===== src/sv/dvnw_pkg.sv =====
// ============================================================================
// dvnw_pkg - shared constants and tables for the date check pipeline
// Year limits, the month-length table and the day-of-week month offsets.
// ============================================================================
package dvnw_pkg;

    localparam int unsigned YEAR_W  = 14;
    localparam int unsigned MONTH_W = 4;
    localparam int unsigned DAY_W   = 5;
    localparam int unsigned WDAY_W  = 3;

    localparam logic [YEAR_W-1:0] YEAR_MIN = 14'd1813;
    localparam logic [YEAR_W-1:0] YEAR_MAX = 14'd9999;

    localparam logic [MONTH_W-1:0] MONTH_JAN = 4'd1;
    localparam logic [MONTH_W-1:0] MONTH_FEB = 4'd2;
    localparam logic [MONTH_W-1:0] MONTH_MAR = 4'd3;
    localparam logic [MONTH_W-1:0] MONTH_DEC = 4'd12;

    // Days in month m; zero for a month code outside January..December.
    function automatic logic [DAY_W-1:0] month_len(input logic [MONTH_W-1:0] m,
                                                   input logic             leap);
        logic [DAY_W-1:0] len;
        len = '0;
        unique case (m)
            4'd1, 4'd3, 4'd5, 4'd7, 4'd8, 4'd10, 4'd12: len = 5'd31;
            4'd4, 4'd6, 4'd9, 4'd11:                    len = 5'd30;
            4'd2:                                       len = leap ? 5'd29 : 5'd28;
            default:                                    len = 5'd0;
        endcase
        return len;
    endfunction

    // Month offsets of the day-of-week formula.
    function automatic logic [WDAY_W-1:0] month_off(input logic [MONTH_W-1:0] m);
        logic [WDAY_W-1:0] off;
        off = '0;
        unique case (m)
            4'd1:    off = 3'd0;
            4'd2:    off = 3'd3;
            4'd3:    off = 3'd2;
            4'd4:    off = 3'd5;
            4'd5:    off = 3'd0;
            4'd6:    off = 3'd3;
            4'd7:    off = 3'd5;
            4'd8:    off = 3'd1;
            4'd9:    off = 3'd4;
            4'd10:   off = 3'd6;
            4'd11:   off = 3'd2;
            4'd12:   off = 3'd4;
            default: off = 3'd0;
        endcase
        return off;
    endfunction

endpackage


===== src/sv/date_validate_next_weekday_core.sv =====
// ============================================================================
// date_validate_next_weekday_core - Gregorian date check, next date, weekday
// Checks one date per cycle, gives its leap flag, month length, day of week
// (Monday = 0) and the following date, in a four-stage pipeline.
// ============================================================================
//  channel  | handshake          | payload
//  ---------+--------------------+---------------------------------------------
//  input    | start / busy       | i_year_in, i_month_in, i_day_in
//  result   | o_valid (1 cycle)  | o_date_ok, o_leap, o_month_days, o_weekday,
//           |                    | o_next_ok, o_next_year, o_next_month,
//           |                    | o_next_day
//
//  One item per cycle; each item passes the stage registers in order.
//  Stages: divide-by-25 products, leap/length/range and weekday sum,
//  divide-by-7 product and next date, output register.
//  busy stays low: the pipeline never holds, and the receiver cannot stall.
//  Synchronous active-low reset clears the stage valid bits only.
// ============================================================================
module date_validate_next_weekday_core (
    input  logic        i_clk,
    input  logic        i_rst_n,
    input  logic        start,
    output logic        busy,
    input  logic [13:0] i_year_in,
    input  logic [3:0]  i_month_in,
    input  logic [4:0]  i_day_in,
    output logic        o_valid,
    output logic        o_date_ok,
    output logic        o_leap,
    output logic [4:0]  o_month_days,
    output logic [2:0]  o_weekday,
    output logic        o_next_ok,
    output logic [13:0] o_next_year,
    output logic [3:0]  o_next_month,
    output logic [4:0]  o_next_day
);

    // Reciprocals: x/25 = (x*5243)>>17 for x < 16384, x/7 = (x*37450)>>18
    // for x < 16384.
    localparam logic [12:0] RECIP25 = 13'd5243;
    localparam logic [15:0] RECIP7  = 16'd37450;

    // ---------------------------------------------------------------- stage 1
    logic        r_v1;
    logic [13:0] r_y1;
    logic [3:0]  r_m1;
    logic [4:0]  r_d1;
    logic [13:0] r_yy1;
    logic [9:0]  r_qy1;   // year / 25
    logic [7:0]  r_qa1;   // (yy / 4) / 25 = yy / 100

    logic [13:0] n_yy1;
    logic [26:0] w_prod_y;
    logic [24:0] w_prod_a;

    always_comb begin
        n_yy1    = (i_month_in < dvnw_pkg::MONTH_MAR) ? 14'(i_year_in - 14'd1) : i_year_in;
        w_prod_y = 27'(i_year_in * RECIP25);
        w_prod_a = 25'(n_yy1[13:2] * RECIP25);
    end

    always_ff @(posedge i_clk) begin
        if (!i_rst_n) begin
            r_v1 <= 1'b0;
        end else begin
            r_v1 <= start && !busy;
        end
        r_y1  <= i_year_in;
        r_m1  <= i_month_in;
        r_d1  <= i_day_in;
        r_yy1 <= n_yy1;
        r_qy1 <= w_prod_y[26:17];
        r_qa1 <= w_prod_a[24:17];
    end

    // ---------------------------------------------------------------- stage 2
    logic        r_v2;
    logic [13:0] r_y2;
    logic [3:0]  r_m2;
    logic [4:0]  r_d2;
    logic        r_leap2;
    logic [4:0]  r_len2;
    logic        r_ok2;
    logic [14:0] r_sum2;

    logic        n_leap2;
    logic [4:0]  n_len2;
    logic        n_ok2;
    logic [14:0] n_sum2;

    always_comb begin
        // Divisible by 100 is divisible by 4 and 25; by 400 is by 16 and 25.
        n_leap2 = (r_y1[1:0] == 2'd0) &&
                  ((r_y1 != 14'(r_qy1 * 5'd25)) || (r_y1[3:0] == 4'd0));
        n_len2  = dvnw_pkg::month_len(r_m1, n_leap2);
        n_ok2   = (r_y1 >= dvnw_pkg::YEAR_MIN) && (r_y1 <= dvnw_pkg::YEAR_MAX) &&
                  (n_len2 != 5'd0) && (r_d1 != 5'd0) && (r_d1 <= n_len2);
        n_sum2  = 15'(r_yy1) + 15'(r_yy1[13:2]) - 15'(r_qa1) + 15'(r_qa1[7:2]) +
                  15'(dvnw_pkg::month_off(r_m1)) + 15'(r_d1) + 15'd6;
    end

    always_ff @(posedge i_clk) begin
        if (!i_rst_n) begin
            r_v2 <= 1'b0;
        end else begin
            r_v2 <= r_v1;
        end
        r_y2    <= r_y1;
        r_m2    <= r_m1;
        r_d2    <= r_d1;
        r_leap2 <= n_leap2;
        r_len2  <= n_len2;
        r_ok2   <= n_ok2;
        r_sum2  <= n_sum2;
    end

    // ---------------------------------------------------------------- stage 3
    logic        r_v3;
    logic        r_leap3;
    logic [4:0]  r_len3;
    logic        r_ok3;
    logic [2:0]  r_s3;    // sum mod 8
    logic [2:0]  r_q3;    // (sum / 7) mod 8
    logic        r_nok3;
    logic [13:0] r_ny3;
    logic [3:0]  r_nm3;
    logic [4:0]  r_nd3;

    logic [30:0] w_prod_s;
    logic        w_last;
    logic        w_wrap;
    logic [13:0] n_ny3;
    logic [3:0]  n_nm3;
    logic [4:0]  n_nd3;

    always_comb begin
        w_prod_s = 31'(r_sum2 * RECIP7);
        w_last   = (r_d2 == r_len2);
        w_wrap   = w_last && (r_m2 == dvnw_pkg::MONTH_DEC);
        n_ny3    = w_wrap ? 14'(r_y2 + 14'd1) : r_y2;
        n_nm3    = w_wrap ? dvnw_pkg::MONTH_JAN : (w_last ? 4'(r_m2 + 4'd1) : r_m2);
        n_nd3    = w_last ? 5'd1 : 5'(r_d2 + 5'd1);
    end

    always_ff @(posedge i_clk) begin
        if (!i_rst_n) begin
            r_v3 <= 1'b0;
        end else begin
            r_v3 <= r_v2;
        end
        r_leap3 <= r_leap2;
        r_len3  <= r_len2;
        r_ok3   <= r_ok2;
        r_s3    <= r_sum2[2:0];
        r_q3    <= w_prod_s[20:18];
        // Zero the next date for an invalid input.
        r_nok3  <= r_ok2 && (n_ny3 <= dvnw_pkg::YEAR_MAX);
        r_ny3   <= r_ok2 ? n_ny3 : 14'd0;
        r_nm3   <= r_ok2 ? n_nm3 : 4'd0;
        r_nd3   <= r_ok2 ? n_nd3 : 5'd0;
    end

    // ---------------------------------------------------------------- stage 4
    logic        r_v4;
    logic        r_ok4;
    logic        r_leap4;
    logic [4:0]  r_len4;
    logic [2:0]  r_wd4;
    logic        r_nok4;
    logic [13:0] r_ny4;
    logic [3:0]  r_nm4;
    logic [4:0]  r_nd4;

    always_ff @(posedge i_clk) begin
        if (!i_rst_n) begin
            r_v4 <= 1'b0;
        end else begin
            r_v4 <= r_v3;
        end
        r_ok4   <= r_ok3;
        r_leap4 <= r_leap3;
        r_len4  <= r_len3;
        // sum - 7q is in 0..6, and -7q equals +q modulo 8.
        r_wd4   <= r_ok3 ? 3'(r_s3 + r_q3) : 3'd0;
        r_nok4  <= r_nok3;
        r_ny4   <= r_ny3;
        r_nm4   <= r_nm3;
        r_nd4   <= r_nd3;
    end

    assign busy         = 1'b0;
    assign o_valid      = r_v4;
    assign o_date_ok    = r_ok4;
    assign o_leap       = r_leap4;
    assign o_month_days = r_len4;
    assign o_weekday    = r_wd4;
    assign o_next_ok    = r_nok4;
    assign o_next_year  = r_ny4;
    assign o_next_month = r_nm4;
    assign o_next_day   = r_nd4;

endmodule


===== config.mk =====
export PLATFORM = sky130hd
export DESIGN_NAME = date_validate_next_weekday_core
export DESIGN_NICKNAME = d
export VERILOG_FILES = /design/src/sv/dvnw_pkg.sv /design/src/sv/date_validate_next_weekday_core.sv
export SDC_FILE = /design/constraint.sdc
export NUM_CORES = 1
export LEC_CHECK = 0
export BUFFER_PORTS_ARGS = -buffer_cell sky130_fd_sc_hd__buf_2
export CORE_MARGIN = 2
export CORE_UTILIZATION = 25
export DETAILED_ROUTE_END_ITERATION = 6
export PLACE_DENSITY = 0.45
export RECOVER_POWER = 25
export SYNTH_ARGS = -nofsm -noshare
export SYNTH_HDL_FRONTEND = slang
export SYNTH_SLANG_ARGS = --single-unit
export TNS_END_PERCENT = 10

===== constraint.sdc =====
create_clock -name i_clk -period 8.4 [get_ports i_clk]
set_clock_uncertainty 0.2 [all_clocks]
set_input_delay 1.26 -clock i_clk [delete_from_list [all_inputs] [get_ports i_clk]]
set_output_delay 1.26 -clock i_clk [all_outputs]
set_load 0.02 [all_outputs]

[After elaboration in Yosys (flattened, before gate mapping)]
Memory sizes are Yosys's and may differ from the RTL's. A register that Yosys moved wholly into a read port is not among the register bits.
Index checks and enable logic that the tools add are counted.
Word-level totals
  register bits: 175
  memory bits (read-only): 48
  input bits: 26
  output and inout port bits: 36
  word-level logic and storage cells: 96
  memories kept: 1
Operators by class
  $add $sub $neg: 11
  multiply operators: 4
  order comparisons: 5
  equal/unequal tests: 15
  mux-type cells: 7
  bitwise logic cells: 1
  reduce and logical (&&, ||, !) cells: 16
Memory list
  (name not given): depth 16, bits a word 3, read ports 1, clocked after memory_dff 1, wr ports 0, line dvnw_pkg.sv:38  | unique case (m)
Operators with widths (count)
  14-bit less-or-equal comparator (second input constant): 2
  14-bit 2-to-1 mux: 2
  14-bit by 13-bit multiplier with 27-bit output (second input constant): 1
  12-bit by 13-bit multiplier with 25-bit output (second input constant): 1
  4-bit equality test (second input constant): 6
  15-bit by 15-bit multiplier with 20-bit output (second input constant): 1
  4-bit by 3-bit equality test with 1-bit output (second input constant): 4
  14-bit by 12-bit adder with 15-bit output: 1
  15-bit by 3-bit adder with 15-bit output: 1
  15-bit by 3-bit adder with 15-bit output (second input constant): 1
  15-bit by 5-bit adder with 15-bit output: 1
  15-bit by 6-bit adder with 15-bit output: 1
  5-bit one-hot mux with 3 select lines: 1
  15-bit by 8-bit subtractor with 15-bit output: 1
  14-bit by 1-bit adder with 14-bit output (second input constant): 1
  14-bit by 11-bit >= comparator with 1-bit output (second input constant): 1
  10-bit by 5-bit multiplier with 14-bit output (second input constant): 1
  14-bit inequality test: 1
  14-bit by 1-bit subtractor with 14-bit output (second input constant): 1
  5-bit nonzero test: 2
  4-bit by 2-bit equality test with 1-bit output (second input constant): 2
  1-bit logical AND: 7
  7-bit OR reduction: 1
  5-bit by 1-bit adder with 5-bit output (second input constant): 1
  other kinds (14): 17

[Depth between registers and ports, before layout]
Gate-level depths: netlist of the first run.
  word-level depth: 10
  mapped depth: 29
  gate-level depth less buffers: 29

[Worst setup path before layout of the first run]
OpenSTA, ideal clock, no wires.
  kind: input port to flip-flop
  start: input i_year_in[1]
  end: register r_qa1[2]
  data arrival time: 6982 ps
  setup slack: 1145 ps
  stages on the path: 26
  buffers on the path: 0
  cells stage by stage: inv_1 ha_1 o21ai_0 a21boi_0 o21a_1 o2111ai_1 xnor2_1 inv_1 ha_1 inv_1 ha_1 xor2_1 ha_1 fa_1 fa_1 inv_1 fa_1 inv_1 ha_1 a211o_1 o211ai_1 o2111ai_1 a21oi_1 o21bai_1 a21oi_1 xnor2_1
On the way
  word-level cells in the longest chain between the ends: 3
Ends and longest elaborated chain
  from (decl): line date_validate_next_weekday_core.sv:24  | input logic [13:0] i_year_in,
  14-bit by 1-bit subtractor with 14-bit output: line date_validate_next_weekday_core.sv:57  | n_yy1 = (i_month_in < dvnw_pkg::MONTH_MAR) ? 14'(i_year_in - 14'd1) : i_year_in;
  14-bit 2-to-1 mux: line date_validate_next_weekday_core.sv:57
  named net n_yy1[12]: line date_validate_next_weekday_core.sv:52  | logic [13:0] n_yy1;
  12-bit by 13-bit multiplier with 25-bit output: line date_validate_next_weekday_core.sv:59  | w_prod_a = 25'(n_yy1[13:2] * RECIP25);
  named net w_prod_a[19]: line date_validate_next_weekday_core.sv:54  | logic [24:0] w_prod_a;
  to (signal assigned): line date_validate_next_weekday_core.sv:73  | r_qa1 <= w_prod_a[24:17];
  to (decl): line date_validate_next_weekday_core.sv:50  | logic [7:0] r_qa1;
The timed path passes the listed nets, and every way through them passes these cells.
A chain may end at the register's enable or synchronous reset.

[Final worst setup path of the first run]
  start: input i_year_in[3]
  end: register r_qa1[2]
Same word-level chain as after synthesis.

==> run_results.csv, run 1 <==
group,metric,value,unit
worst_setup_path,path_max_fanout,7,
cts,clkTransAtPathRegs,0.07,ns
cts,clock-sinks,172,
sta,slew_viol_final,0,
cts,clk_path_buf_depth,2,
finish,fin_cells,2430,
global_routing,grt_max_degree,19,
sta,rsz0062_at_grt,"no",
worst_setup_path,reg2regPathDepth,17,
placement,post-dp-hpwl,29400,um
hold_path,hold_path_class,"register to register",
cts,cts_root_buffer,"clkbuf_16",
finish,nNetsFinal,2133,
run_status,outcome,"complete, no violations",
sta,tns,0,ns
cts,cts_resized,0,
logic_synthesis,avgSynthCellArea,10.4,um^2
sta,layout_min_cycle_time,7.36,ns
cts,cts_setup_buffers,0,
flow_run,maxCapViolations,0,
sta,hold_viol,0,
finish,area_delta_synth_final,12.9,%
worst_setup_path,cpMaxStageDelayCell,"xnor2_1",
sta,worst_pin_slew,0.838,ns
hold_path,hold_depth,0,
global_routing,antenna_found_initial,1,
worst_setup_path,worst-path-stages,26,
hold_path,hold_path.startpoint,"r_ny3[0]",
worst_setup_path,crit_path_end_kind,"register",
placement,gp_congestion,0.809,
cts,cts_tree,"yes",
logic_synthesis,ys_warn_count,0,
floorplanning,ios,62,
sta,setup_viol,0,
worst_setup_path,critical_path_class,"input port to register",
finish,final_cell_mix,"ha_1, inv_1, dfxtp_1, fa_1, xnor2_1",
floorplanning,die_w,253,um
logic_synthesis,yosysUniqueCellTypes,63,
logic_synthesis,yosysSeqAreaShare,22.1,%
cts,cts_hold_buf,0,
drt,drtAntennaViolNets,0,
worst_setup_path,r2r-start,"r_yy1[1]",
logic_synthesis,syn_area,15600,um^2
global_routing,grt_pass1_wl,55500,um
logic_synthesis,synth_nets,2051,
cts,cts_buffers,17,
finish,n_antenna_cell,0,
logic_synthesis,synth_seq_cells,172,
sta,fin_ws,1.04,ns
logic_synthesis,yosys_most_used_dff,"dfxtp_1",
cts,clk_latency,0.47,ns
worst_setup_path,rr_endpoint,"r_sum2[13]",
hold_path,holdPathEnd,"o_next_year[0]",
floorplanning,initial_core_util,25.3,%
drt,wl_per_cell,13.8,um
worst_setup_path,startpoint_type,"input port",
finish,final_common_cell,"ha_1",
sta,slew_headroom,44.1,%
placement,post-place-ws,0.534,ns
floorplanning,dieHeight,253,um
global_routing,grt_pass1_vias,10700,
drt,dr.pass1.iters,6,
finish,layout-drive-gt1-share,7.72,%
worst_setup_path,crit_family,"adder cells",
worst_setup_path,cpMostUsedCell,"inv_1",
global_routing,grt_usage,11.2,%
placement,dp_cells,2398,
worst_setup_path,critPathBufInv,7,
worst_setup_path,arrival,7.56,ns
sta,max_freq,136,MHz
finish,fillCellCount,6488,
worst_setup_path,slowest_delay,0.56,ns
finish,final_util,28.5,%
floorplanning,coreArea,61600,um^2
drt,drc,0,
floorplanning,rows,91,
logic_synthesis,synth_edf_count,0,
worst_setup_path,crit_required,8.60,ns
placement,numPortBuffers,60,
drt,vias,9891,
logic_synthesis,synth_cells,1498,
global_routing,grt_overflow,0,
sta,fin_crit_sh,87.6,%
floorplanning,die_area,64200,um^2
drt,drt-vias-per-instance,4.07,
cts,htree_levels,4,
drt,routed_wl,33500,um
drt,first_iter_violations,290,
worst_setup_path,r2r_slack,3.41,ns
logic_synthesis,synthArstFlopShare,0,%
[through the flow]
step / instance area (um^2) / hold slack (ns)
final: 17600 / 0.129
after global routing: 17600 / 0.135
after CTS: 17600 / 0.130
after detailed placement: 16900 / 0.112
after floorplan: 15600 / 0.110
after global placement: 16900 / 0.110
[layer usage]
metal | routed length, um | track usage (%) | vias up
li1 | - | - | 5033
met1 | 16200 | 14.6 | 4742
met2 | 16000 | 19.0 | 84
met3 | 705 | 1.87 | 32
met4 | 547 | 3.40 | 0
met5 | 0 | 0 | -
[cell families (layout without fill, tap and decap cells)]
family,count (synthesis),in the layout,share of synthesized area [%]
AND/OR/NAND/NOR,185,185,6.15
flip-flops,172,172,22.1
other,1,1,0.0241
adder cells (fa/ha/maj),527,527,50.1
XOR/XNOR,103,103,5.97
AO/OA/AOI/OAI,162,162,7.05
multiplexers,1,1,0.0644
buffers and inverters,347,442,8.50
[cell usage after synthesis (all sizes together) (7+ instances only)]
library cell	number	share of area, %
ha	367	30
inv	339	8.2
dfxtp	172	22
fa	160	21
xnor2	78	4.6
nand2	47	1.2
a21oi	44	1.4
nor2	32	0.79
o21ai	29	0.93
xor2	25	1.4
nand3	21	0.68
a21o	16	0.77
nor3	16	0.58
and3	12	0.48
a31oi	10	0.40
and2	10	0.40
a211oi	9	0.43
nand4	9	0.36
o211ai	9	0.43
a2111oi	8	0.61
or3	8	0.32
o21a	7	0.34
[sequential cells by signal, indices dropped and copies added (netlist names), 8 cells and up, named ones only]
signal / cells
r_y2: 14
r_sum2: 15
r_y1: 14
o_next_year: 14
r_yy1: 14
r_qa1: 8
r_qy1: 10
r_ny3: 14
[area by class of cell]
class	instances	area [um^2]	share of cell area, %
clock buffers	18	429	2.44
multi-input cells	979	10800	61.4
inverters	340	1280	7.27
clock inverters	14	200	1.14
repair buffers	70	375	2.14
flip-flops and latches	172	3440	19.6
well taps	837	1050	5.96
[worst max-delay path by stage]
stage,start,to
6_report,i_year_in[3],r_qa1[2]
5_1_grt,i_year_in[3],r_qa1[2]
4_1_cts,i_year_in[12],r_qa1[2]
3_5_place_dp,i_year_in[12],r_qa1[2]
3_3_place_gp,i_year_in[3],r_qa1[2]
2_1_floorplan,i_year_in[1],r_qa1[2]
Power of run 1 is left out: the tool's default activity adds up to more than one toggle a clock period on the data nets, which glitch-free logic cannot reach.
==> run 2: changes to the inputs <==
--- a/config.mk
+++ b/config.mk
@@ -6,7 +6,7 @@
 export NUM_CORES = 1
 export LEC_CHECK = 0
 export BUFFER_PORTS_ARGS = -buffer_cell sky130_fd_sc_hd__buf_2
-export CORE_MARGIN = 2
+export CORE_MARGIN = 5
 export CORE_UTILIZATION = 25
 export DETAILED_ROUTE_END_ITERATION = 6
 export PLACE_DENSITY = 0.45
==> run_results.csv, run 2 (synthesized netlist as in run 1, its figures left out) <==
group,metric,value,unit
run_status,outcome,"complete, no violations",
floorplanning,ios,62,
cts,clkTransAtPathRegs,0.08,ns
sta,slew_headroom,41.2,%
placement,numPortBuffers,60,
worst_setup_path,crit_family,"adder cells",
floorplanning,dieHeight,259,um
worst_setup_path,cpMaxStageDelayCell,"fa_1",
drt,drt-vias-per-instance,4.03,
global_routing,grt_util_met2,17.2,%
finish,regMostFlops,"r_sum2",
flow_run,maxCapViolations,0,
cts,clk_latency,0.47,ns
finish,final_cell_mix,"ha_1, inv_1, dfxtp_1, fa_1, xnor2_1",
finish,layout-drive-gt1-share,7.78,%
worst_setup_path,crit_required,8.60,ns
floorplanning,coreArea,61700,um^2
drt,drc,0,
drt,drtAntennaViolNets,0,
floorplanning,die_w,259,um
global_routing,grt_use_met3,1.92,%
sta,worst_pin_slew,0.883,ns
floorplanning,die_area,67300,um^2
sta,max_freq,135,MHz
sta,tns,0,ns
cts,cts_setup_buffers,0,
drt,routed_wl,33100,um
sta,fin_crit_sh,88.3,%
drt,vias,9794,
finish,multi_input_area,10800,um^2
global_routing,grt_usage,10.4,%
floorplanning,initial_core_util,25.2,%
cts,clock-sinks,172,
floorplanning,rows,91,
worst_setup_path,startpoint_type,"input port",
worst_setup_path,arrival,7.61,ns
cts,htree_levels,4,
finish,regArea,3440,um^2
drt,dr.pass1.iters,4,
sta,hold_viol,0,
sta,slew_viol_final,0,
worst_setup_path,cpMostUsedCell,"inv_1",
worst_setup_path,crit_path_end_kind,"register",
sta,setup_viol,0,
drt,wl_per_cell,13.6,um
cts,cts_tree,"yes",
worst_setup_path,slowest_delay,0.57,ns
finish,largest_register_ffs,15,
finish,area_delta_synth_final,13.0,%
cts,cts_buffers,17,
finish,nNetsFinal,2133,
cts,cts_hold_buf,0,
global_routing,antenna_found_initial,0,
hold_path,hold_path_class,"register to register",
sta,layout_min_cycle_time,7.41,ns
global_routing,grt_overflow,0,
placement,gp_congestion,0.813,
global_routing,grt_pass1_vias,10500,
global_routing,grt_pass1_wl,55300,um
cts,cts_resized,0,
finish,fillCellCount,6590,
global_routing,grt.met1_usage,13.9,%
global_routing,grt_max_degree,23,
global_routing,gr-max-usage-layer,"met2",
worst_setup_path,path_max_fanout,7,
worst_setup_path,critical_path_class,"input port to register",
sta,rsz0062_at_grt,"no",
worst_setup_path,critPathBufInv,7,
cts,clk_path_buf_depth,2,
drt,first_iter_violations,303,
cts,cts_root_buffer,"clkbuf_16",
finish,final_common_cell,"ha_1",
placement,post-dp-hpwl,29200,um
## run 2: cell count changes in the layout (fill, tap and decap cells not counted)
cell	change
inv_8	-2
inv_12	+6
clkinv_4	-1
clkinv_8	+1
clkbuf_1	-1
diode_2	+2
inv_6	-1
bufinv_16	-2
## run 2: worst register-to-register path, delay by kind of cell, from the launching register on
family                     cells  cell delay [ns]
xor gates and xnor gates       1             0.17
AOI/OAI and AO/OA              6             1.50
DFF                            1             0.41
adders and majority gates      6             2.47
buffers and inverters          4             0.24
## run 2: layout make-up
cell class	count	area share, %
Sequential cell	172	19.6
Inverter	340	7.26
Timing Repair Buffer	70	2.14
Antenna cell	2	0.0285
Clock inverter	15	1.22
Clock buffer	17	2.42
Multi-Input combinational cell	979	61.4
Tap cell	837	5.96
## run 2: per-layer routing
metal / wire length, um / up-vias
met5: 0 / -
met2: 15500 / 80
met3: 752 / 38
met1: 16200 / 4633
met4: 735 / 0
li1: - / 5043
## run 2: final timing paths
kind	start	end	slack, ns	cells past startpoint
hold reg to reg	r_nok3	o_next_ok	0.13	0
setup reg to reg	r_yy1[1]	r_sum2[13]	3.35	17
hold / removal	r_nok3	o_next_ok	0.13	0
setup / recovery	i_year_in[3]	r_qa1[2]	0.99	26
## run 2: per-stage QoR
step                std cells  instance area [um^2]  util, %  hold WS, ns  worst slack [ns]
floorplan                1498                 15600        -        0.110              1.15
global placement         2398                 16900     27.4        0.110             0.626
detailed placement       2398                 16900     27.4        0.112             0.491
CTS                      2430                 17600     28.5        0.131              1.01
global route             2430                 17600     28.5        0.137             0.545
finish                   2432                 17600     28.5        0.130             0.987
Power of run 2 is left out for the same reason.
